$ cat src/rtl/assert_macros.svh
// ----------------------------------------------------------------------------
// assert_macros.svh
// Assertion macros used by utf8_stream_decoder_unit.
// ----------------------------------------------------------------------------
`ifndef ASSERT_MACROS_SVH
`define ASSERT_MACROS_SVH

// same-cycle implication, checked at every rising edge outside reset
`define ASSERT_SAME(lbl, clk, rst, ante, cons) \
  lbl: assert property (@(posedge clk) disable iff (rst) (ante) |-> (cons)) \
    else $error("same-cycle assertion failed");

// next-cycle implication, checked at every rising edge outside reset
`define ASSERT_NEXT(lbl, clk, rst, ante, cons) \
  lbl: assert property (@(posedge clk) disable iff (rst) (ante) |=> (cons)) \
    else $error("next-cycle assertion failed");

`endif

$ cat src/rtl/u8sd_pkg.sv
// ----------------------------------------------------------------------------
// u8sd_pkg
// Widths and lookup functions for the UTF-8 stream decoder.
// ----------------------------------------------------------------------------
package u8sd_pkg;

  localparam int ByteW  = 8;
  localparam int CpW    = 31;
  localparam int CountW = 3;
  localparam int OnesW  = 4;

  localparam logic [ByteW-1:0] ContMask  = 8'hC0;
  localparam logic [ByteW-1:0] ContMark  = 8'h80;
  localparam logic [ByteW-1:0] LeadMask  = 8'h7F;
  localparam logic [CpW-1:0]   CpMaxAll  = 31'h7FFFFFFF;

  // largest value that a sequence with one fewer continuation byte can carry
  function automatic logic [CpW-1:0] shortest_max(input logic [CountW-1:0] extra);
    logic [CpW-1:0] lim;
    unique case (extra)
      3'd1:    lim = 31'h0000007F;
      3'd2:    lim = 31'h000007FF;
      3'd3:    lim = 31'h0000FFFF;
      3'd4:    lim = 31'h001FFFFF;
      3'd5:    lim = 31'h03FFFFFF;
      default: lim = CpMaxAll;
    endcase
    return lim;
  endfunction

  // count of leading one bits of a byte
  function automatic logic [OnesW-1:0] lead_ones(input logic [ByteW-1:0] b);
    logic [OnesW-1:0] n;
    priority casez (b)
      8'b0???????: n = 4'd0;
      8'b10??????: n = 4'd1;
      8'b110?????: n = 4'd2;
      8'b1110????: n = 4'd3;
      8'b11110???: n = 4'd4;
      8'b111110??: n = 4'd5;
      8'b1111110?: n = 4'd6;
      8'b11111110: n = 4'd7;
      default:     n = 4'd8;
    endcase
    return n;
  endfunction

endpackage

$ cat src/rtl/u8sd_ifs.sv
// ----------------------------------------------------------------------------
// u8sd_ifs
// Valid/ready channels for string bytes and decoded results.
// ----------------------------------------------------------------------------
interface u8sd_byte_if
  import u8sd_pkg::*;
();
  logic             valid;
  logic             ready;
  logic [ByteW-1:0] in_byte;

  modport source(output valid, output in_byte, input ready);
  modport sink(input valid, input in_byte, output ready);
endinterface

interface u8sd_cp_if
  import u8sd_pkg::*;
();
  logic           valid;
  logic           ready;
  logic [CpW-1:0] code_point;
  logic           is_end;
  logic           failed;

  modport source(output valid, output code_point, output is_end, output failed,
                 input ready);
  modport sink(input valid, input code_point, input is_end, input failed,
               output ready);
endinterface

$ cat src/rtl/utf8_stream_decoder_unit.sv
// ----------------------------------------------------------------------------
// utf8_stream_decoder_unit
// Byte-serial decoder for zero-terminated strings in legacy UTF-8.
// ----------------------------------------------------------------------------
// Takes one byte per beat and returns at most one result beat per byte: a
// code point when a one- to six-byte sequence completes, or an end beat with
// the string's failure flag for the zero byte. Malformed leads, bad
// continuations and overlong forms fail the string and silence it until the
// zero byte. A byte is accepted every cycle while the result register is
// empty or being drained; a result appears in the cycle after its last byte and
// waits in the result register, so throughput is one byte per cycle and is
// set only by the readiness of the result side.

`include "assert_macros.svh"

module utf8_stream_decoder_unit
  import u8sd_pkg::*;
(
  input  logic    clk,
  input  logic    rst,
  u8sd_byte_if.sink  byte_stream,
  u8sd_cp_if.source  cp_stream
);

  logic [CountW-1:0] bytes_left, bytes_left_next;
  logic [CountW-1:0] seq_len_extra, seq_len_extra_next;
  logic [CpW-1:0]    accum_value, accum_value_next;
  logic              string_failed, string_failed_next;

  logic              res_valid;
  logic [CpW-1:0]    res_cp, res_cp_next;
  logic              res_end, res_end_next;
  logic              res_fail, res_fail_next;

  logic              accept;
  logic              emit;
  logic [ByteW-1:0]  b;
  logic [OnesW-1:0]  ones;
  logic [CpW-1:0]    cont_value;

  assign byte_stream.ready = !res_valid || cp_stream.ready;
  assign accept            = byte_stream.valid && byte_stream.ready;
  assign b                 = byte_stream.in_byte;
  assign ones              = lead_ones(b);
  assign cont_value        = {accum_value[CpW-7:0], b[5:0]};

  always_comb begin
    bytes_left_next    = bytes_left;
    seq_len_extra_next = seq_len_extra;
    accum_value_next   = accum_value;
    string_failed_next = string_failed;
    emit               = 1'b0;
    res_cp_next        = res_cp;
    res_end_next       = res_end;
    res_fail_next      = res_fail;
    if (accept) begin
      if (b == '0) begin
        emit               = 1'b1;
        res_cp_next        = '0;
        res_end_next       = 1'b1;
        res_fail_next      = string_failed || (bytes_left != '0);
        bytes_left_next    = '0;
        seq_len_extra_next = '0;
        accum_value_next   = '0;
        string_failed_next = 1'b0;
      end else if (!string_failed) begin
        if (bytes_left == '0) begin
          if (ones == '0) begin
            emit          = 1'b1;
            res_cp_next   = CpW'(b);
            res_end_next  = 1'b0;
            res_fail_next = 1'b0;
          end else if (ones == 4'd1 || ones >= 4'd7) begin
            string_failed_next = 1'b1;
            seq_len_extra_next = '0;
            accum_value_next   = '0;
          end else begin
            accum_value_next   = CpW'(b & (LeadMask >> ones));
            bytes_left_next    = CountW'(ones - 4'd1);
            seq_len_extra_next = CountW'(ones - 4'd1);
          end
        end else if ((b & ContMask) != ContMark) begin
          string_failed_next = 1'b1;
          bytes_left_next    = '0;
          seq_len_extra_next = '0;
          accum_value_next   = '0;
        end else begin
          bytes_left_next  = CountW'(bytes_left - 3'd1);
          accum_value_next = cont_value;
          if (bytes_left == 3'd1) begin
            seq_len_extra_next = '0;
            accum_value_next   = '0;
            if (cont_value <= shortest_max(seq_len_extra)) begin
              string_failed_next = 1'b1;
            end else begin
              emit          = 1'b1;
              res_cp_next   = cont_value;
              res_end_next  = 1'b0;
              res_fail_next = 1'b0;
            end
          end
        end
      end
    end
  end

  always_ff @(posedge clk) begin
    if (rst) begin
      bytes_left    <= '0;
      seq_len_extra <= '0;
      accum_value   <= '0;
      string_failed <= 1'b0;
      res_valid     <= 1'b0;
    end else begin
      bytes_left    <= bytes_left_next;
      seq_len_extra <= seq_len_extra_next;
      accum_value   <= accum_value_next;
      string_failed <= string_failed_next;
      if (emit) begin
        res_valid <= 1'b1;
      end else if (cp_stream.ready) begin
        res_valid <= 1'b0;
      end
    end
  end

  always_ff @(posedge clk) begin
    res_cp   <= res_cp_next;
    res_end  <= res_end_next;
    res_fail <= res_fail_next;
  end

  assign cp_stream.valid      = res_valid;
  assign cp_stream.code_point = res_cp;
  assign cp_stream.is_end     = res_end;
  assign cp_stream.failed     = res_fail;

  `ASSERT_SAME(a_left_within_len, clk, rst, 1'b1, bytes_left <= seq_len_extra)
  `ASSERT_SAME(a_failed_idle_seq, clk, rst, string_failed, bytes_left == '0)
  `ASSERT_SAME(a_cp_not_failed, clk, rst, res_valid && !res_end, !res_fail)
  `ASSERT_NEXT(a_end_clears, clk, rst, accept && b == '0,
               bytes_left == '0 && !string_failed && res_valid && res_end)

endmodule

$ cat src/flat_wrapper.sv
// flat-port wrapper written by rule: the top's interface ports become plain ports
module utf8_stream_decoder_unit_flat import u8sd_pkg::*;
  (clk, rst, byte_stream_valid, byte_stream_in_byte, byte_stream_ready, cp_stream_valid, cp_stream_code_point, cp_stream_is_end, cp_stream_failed, cp_stream_ready);
  u8sd_byte_if byte_stream_i ();
  u8sd_cp_if cp_stream_i ();
  input  logic clk;
  input  logic rst;
  input wire logic [$bits(byte_stream_i.valid)-1:0] byte_stream_valid;
  input wire logic [$bits(byte_stream_i.in_byte)-1:0] byte_stream_in_byte;
  output wire logic [$bits(byte_stream_i.ready)-1:0] byte_stream_ready;
  output wire logic [$bits(cp_stream_i.valid)-1:0] cp_stream_valid;
  output wire logic [$bits(cp_stream_i.code_point)-1:0] cp_stream_code_point;
  output wire logic [$bits(cp_stream_i.is_end)-1:0] cp_stream_is_end;
  output wire logic [$bits(cp_stream_i.failed)-1:0] cp_stream_failed;
  input wire logic [$bits(cp_stream_i.ready)-1:0] cp_stream_ready;
  assign byte_stream_i.valid = byte_stream_valid;
  assign byte_stream_i.in_byte = byte_stream_in_byte;
  assign byte_stream_ready = byte_stream_i.ready;
  assign cp_stream_valid = cp_stream_i.valid;
  assign cp_stream_code_point = cp_stream_i.code_point;
  assign cp_stream_is_end = cp_stream_i.is_end;
  assign cp_stream_failed = cp_stream_i.failed;
  assign cp_stream_i.ready = cp_stream_ready;
  utf8_stream_decoder_unit u_core (.clk(clk), .rst(rst), .byte_stream(byte_stream_i), .cp_stream(cp_stream_i));
endmodule
$ cat config.mk
export PLATFORM = sky130hd
export DESIGN_NAME = utf8_stream_decoder_unit_flat
export DESIGN_NICKNAME = d
export VERILOG_FILES = /design/src/rtl/u8sd_pkg.sv /design/src/rtl/u8sd_ifs.sv /design/src/rtl/utf8_stream_decoder_unit.sv /design/src/flat_wrapper.sv
export VERILOG_INCLUDE_DIRS = /design/src /design/src/rtl
export SDC_FILE = /design/constraint.sdc
export NUM_CORES = 1
export LEC_CHECK = 0
export BUFFER_PORTS_ARGS = -buffer_cell sky130_fd_sc_hd__buf_2
export CORE_ASPECT_RATIO = 1.25
export CORE_MARGIN = 4
export CORE_UTILIZATION = 57
export DETAILED_ROUTE_END_ITERATION = 16
export GPL_ROUTABILITY_DRIVEN = 0
export PLACE_DENSITY_LB_ADDON = 0.08
export RECOVER_POWER = 25
export SYNTH_ARGS = -nofsm -noshare
export SYNTH_HDL_FRONTEND = slang
export SYNTH_SLANG_ARGS = --single-unit
$ cat constraint.sdc
create_clock -name clk -period 12.55 [get_ports clk]
set_clock_uncertainty 0.2 [all_clocks]
set_input_delay 0 -clock clk [delete_from_list [all_inputs] [get_ports clk]]
set_output_delay 0 -clock clk [all_outputs]
set_load 0.05 [all_outputs]
[After elaboration in Yosys (flattened, before gate mapping)]
Index checks and enable logic that the tools add are counted.
Storage, ports and cells
  register bits after elaboration: 66
  latch bits: 0
  bits in writable memories: 0
  bits in read-only memories: 0
  bits of input ports: 12
  output and inout port bits: 35
  memories: 0
Cells by class
  add/subtract/negate cells: 2
  $mul: 0
  divide/modulo/power cells: 0
  magnitude comparators: 2
  equality and inequality tests: 21
  shift operators: 1
  mux-type cells: 59
  bitwise operators: 2
  reduce and logical (&&, ||, !) cells: 16
Operators with widths (number)
  $mux 31: 12
  $mux 25: 7
  $pmux 31 s5: 1
  $mux 3: 13
  $pmux 4 s8: 1
  $le 31x31->1: 1
  $and 8x25->25: 1
  $mux 1: 25
  $shr 7x4->25 const A: 1
  $eq 3x3->1 const B: 3
  $ne 3x2->1 const B: 3
  $eq 8x8->1 const B: 1
  $logic_not 8->1: 1
  $reduce_and 4->1: 2
  $eq 7x7->1 const B: 1
  $eq 3x1->1 const B: 2
  $eq 3x2->1 const B: 2
  $eq 6x6->1 const B: 1
  $ne 3x1->1 const B: 2
  $reduce_and 6->1: 1
  $reduce_bool 3->1: 2
  $sub 3x1->3 const B: 2
  $eq 5x5->1 const B: 1
  $eq 4x1->1 const B: 1
  13 further kinds: 16

[Depth between registers and ports, before layout]
  depth after elaboration: 17
  depth in mapped cells: 12
  depth with buffers taken out: 11

[Least setup slack after synthesis]
Ideal clock, no wire load.
  path kind: reg-to-reg
  start point: reg u_core.seq_len_extra[1]
  end point: reg u_core.res_cp[0], in the netlist u_core.cp_stream.code_point[0] (enable)
  library setup time: 0.469 ns
  data arrival time: 4.259 ns
  required time: 11.881 ns
  slack: 7.622 ns
  stages on the path, launching flop included: 11
  path buffers: 1
  period minus slack after synthesis: 4.928 ns
  cell sequence: dfxtp_1 -> clkbuf_1 -> xnor2_1 -> nor2_1 -> ha_1 -> nand4_1 -> nor4_1 -> nor3_1 -> o311ai_2 -> nand4_1 -> o21ai_0
On the way
  word-level cells in the longest chain between the ends: 11
  elaborated cells between the ends (all ways): 15
  classes of those cells: order compare (1); eq/ne (6); mux (7); reduce/logical (1)
Ends and longest elaborated chain
  from (decl): line utf8_stream_decoder_unit.sv:26  | logic [CountW-1:0] seq_len_extra, seq_len_extra_next;
  from (signal assigned): line utf8_stream_decoder_unit.sv:116  | seq_len_extra <= seq_len_extra_next;
  $eq 3x3->1, or another cell as far along: line u8sd_pkg.sv:20  | unique case (extra)
  $pmux 31 s5 *: line u8sd_pkg.sv:20
  $mux 31 *: line utf8_stream_decoder_unit.sv:90  | if (bytes_left == 3'd1) begin
  $mux 31 *: line utf8_stream_decoder_unit.sv:82  | end else if ((b & ContMask) != ContMark) begin
  $mux 31 *: line utf8_stream_decoder_unit.sv:67  | if (bytes_left == '0) begin
  $mux 31 *: line utf8_stream_decoder_unit.sv:66  | end else if (!string_failed) begin
  $mux 31 *: line utf8_stream_decoder_unit.sv:57  | if (b == '0) begin
  $mux 31 *: line utf8_stream_decoder_unit.sv:56  | if (accept) begin
  $le 31x31->1 *: line utf8_stream_decoder_unit.sv:93  | if (cont_value <= shortest_max(seq_len_extra)) begin
  $ne 3x1->1 (no line) *
  $reduce_and 6->1 (no line) *
  to (signal assigned): line utf8_stream_decoder_unit.sv:128  | res_cp <= res_cp_next;
  to (decl): line utf8_stream_decoder_unit.sv:31  | logic [CpW-1:0] res_cp, res_cp_next;
Mark *: on every way between the ends. The rest lies on a longest branch, timed or not. The select of a mux whose other input is x is not followed.
A chain may end at the register's enable or synchronous reset.

[Worst setup path after layout]
  start point: reg u_core.seq_len_extra[0]
  end point: reg u_core.res_cp[12], in the netlist u_core.cp_stream.code_point[12] (enable)
The elaborated chain is that of the path after synthesis.

==> results.toml <==
[job]
max-cap-violations = 0

[sta]
slew_headroom_pct = 27.49
worst_pin_slew_ns = 1.084
setup_violations = 0
min_period_ns = 3.680
fin_crit_sh_pct = 29.32
rsz0062_at_grt = "false"
fin_ws_ns = 8.870
maxSlewViolCount = 0
setup_tns_ns = 0
fmax_ghz = 0.2717
hold_violations = 0

[synth]
synth_edf_count = 33
synthMuxAreaShare_pct = 0.2826
syn_area_per_cell_um2 = 9.599
mappedNetlistNets = 407
synthArstFlopShare_pct = 0
yosysTopAreaCell = "edfxtp_1"
synth-compound-area-share_pct = 16.85
synth_xor_area_share_pct = 0.4945
synthCells = 369
synth_flop_cell = "edfxtp_1"
synth-seq-cells = 66
synth_warnings = 0
netlist_area_um2 = 3542
synth_area_leaders = "edfxtp_1 (28%), dfxtp_1 (19%), ha_1 (9.2%)"
synth-simple-area-share_pct = 20.84
synth_top_family_by_area = "simple AND/OR/NAND/NOR gates"
synth.distinct_cells = 56
yosysTopAreaCellShare_pct = 27.98
yosysSeqAreaShare_pct = 46.63
synth_fa_ha_area_share_pct = 9.184

[final_layout]
finalNetCount = 454
n_fill_cell = 513
n_antenna_cell = 0
seq_area_um2 = 1652
area_delta_synth_final_pct = 13.49
multi_input_area_um2 = 1703
drive_gt1_share_pct = 10.69

[placed_design]
hpwl_mm = 5.583
dp_slack_ns = 8.835
io_buffers = 46

[clocking]
cts_tree = "done"
cts.clk_slew.worst_paths_ns = 0.08
h-tree-depth = 3
cts_buffers = 9
cts_root_buffer = "clkbuf_8"
clk_latency_ns = 0.34
clkSinkCount = 66
ctsResizeCount = 0
clockBufferDepth = 2

[setup_path]
crit_fanout = 33
start_kind = "flip-flop"
worstSetupPathType = "reg2reg"
required_ns = 12.31
r2r_cells = 9
crit_arrival_ns = 3.44
critical_path.endpoint_type = "flip-flop"

[global_routing]
grt_pass1_wl_mm = 13.50
grt_overflow = 0
grt_antenna_before_repair = 0
grt_pass1_vias = 2909
grt_max_degree = 38
grt_usage_pct = 22.97

[power_and_ir_drop]
max-vdd-ir-drop_mv = 0.1082
power.density_nw_per_um2 = 155.8
leakage_nw = 1.605

[floorplan]
core_um2 = 5896
dieWidth_um = 78.51
die_height_um = 96.14
rows = 31
ios = 47
die_area_um2 = 7548
start_util_pct = 60.08

[route]
wl_per_cell_um = 15.95
ant_nets = 0
drt-initial-drc-count = 174
dr.pass1.iters = 5
via_count = 2930
via_per_inst = 5.825
drt-total-wl_mm = 8.022
post-route-drc-count = 0

[hold_path]
hold_path_class = "reg2reg"
hold_path_depth = 2

[run_status]
status = "complete, no violations"
==> routing by layer <==
layer	wire length (um)	vias to the layer above	GRT usage (%)
li1	-	1442	-
met1	3200	1383	26.07
met2	4249	86	41.71
met3	390	19	4.120
met4	182	0	10.79
met5	0	-	0
==> area by class of cell <==
cell class	count	share of cell area (%)
inverters	10	0.9648
multi-input cells	269	42.36
clock inverters	6	1.618
repair buffers	60	7.999
flip-flops and latches	66	41.08
clock buffers	10	3.424
well taps	82	2.552
==> power breakdown <==
part	switching (mW)	internal, mW	total (mW)	leakage [nW]
Clock	0.0844	0.0975	0.182	0.103
Sequential	0.0113	0.249	0.260	0.580
Combinational	0.137	0.0475	0.184	0.923
==> cell families (layout without fill, tap and decap cells) <==
kind of cell / count (synthesis) / in the layout
mux: 1 / 1
fa+ha+maj: 26 / 26
xor+xnor: 2 / 2
compound gates: 94 / 94
simple gates: 146 / 146
buf+inv: 34 / 86
flops: 66 / 66
==> repair_timing <==
action                                 in CTS  in global routing
hold buffers                               11                  0
buffers inserted                            0                  0
endpoints found under the hold margin      23                  0
==> cell usage in the layout (no fill, tap or decap), drive strengths merged, types with 5 or more instances in the layout <==
master,n
o21ai,15
inv,10
nand2b,5
nor2,20
and3,23
dlygate4sd3,11
nor3,12
nand3,11
a21oi,41
buf,16
nand4,7
nand2,54
dfxtp,33
edfxtp,33
clkbuf,43
ha,26
==> flip-flops by register name, indices dropped and copies added (netlist names) <==
name	count
u_core.cp_stream.is_end	1
u_core.cp_stream.valid	1
u_core.bytes_left	3
u_core.accum_value	25
u_core.cp_stream.failed	1
u_core.cp_stream.code_point	31
u_core.seq_len_extra	3
u_core.string_failed	1
==> path summary, 6_finish.rpt <==
| kind | start | endpoint | slack, ns |
|---|---|---|---|
| setup / recovery | u_core.seq_len_extra[0] | u_core.cp_stream.code_point[12] | 8.87 |
| hold / removal | u_core.bytes_left[1] | u_core.bytes_left[1] | 0.27 |
| setup reg to reg | u_core.seq_len_extra[0] | u_core.cp_stream.code_point[12] | 8.87 |
| hold reg to reg | u_core.bytes_left[1] | u_core.bytes_left[1] | 0.27 |
==> per-stage QoR <==
stage	power (mW)	hold WS [ns]	utilization, %	cells	instance area [um2]
CTS	0.6324	0.2445	68.89	503	4061
floorplan	0.4179	-0.05518	-	369	3542
detailed placement	0.4488	0.07237	63.58	476	3749
global route	0.6590	0.3064	68.19	503	4020
global placement	0.4446	0.07240	63.58	476	3749
finish	0.6263	0.2737	68.19	503	4020
==> cell usage after synthesis, types with 4 or more instances <==
master and count:
a22oi_1 4, and3_1 23, nor2_1 20, nand2b_1 4, o21ai_0 15, clkbuf_8 4, inv_1 9, o21a_1 4
dfxtp_1 33, nand4_1 6, nor3_1 12, clkbuf_1 14, nand2_1 54, ha_1 26, edfxtp_1 33, nand3_1 11
a21oi_1 40
==> worst max-delay path, cell delays in order, from the launching register on <==
cell and delay (ns):
dfxtp_1 0.40, inv_1 0.07, nor3_1 0.43, ha_1 0.22, nand3_1 0.07, nor4_1 0.40
nor3_1 0.13, o311ai_2 0.30, nand4_1 0.19, o21ai_4 0.87
Power figures use the tool's default switching activity.
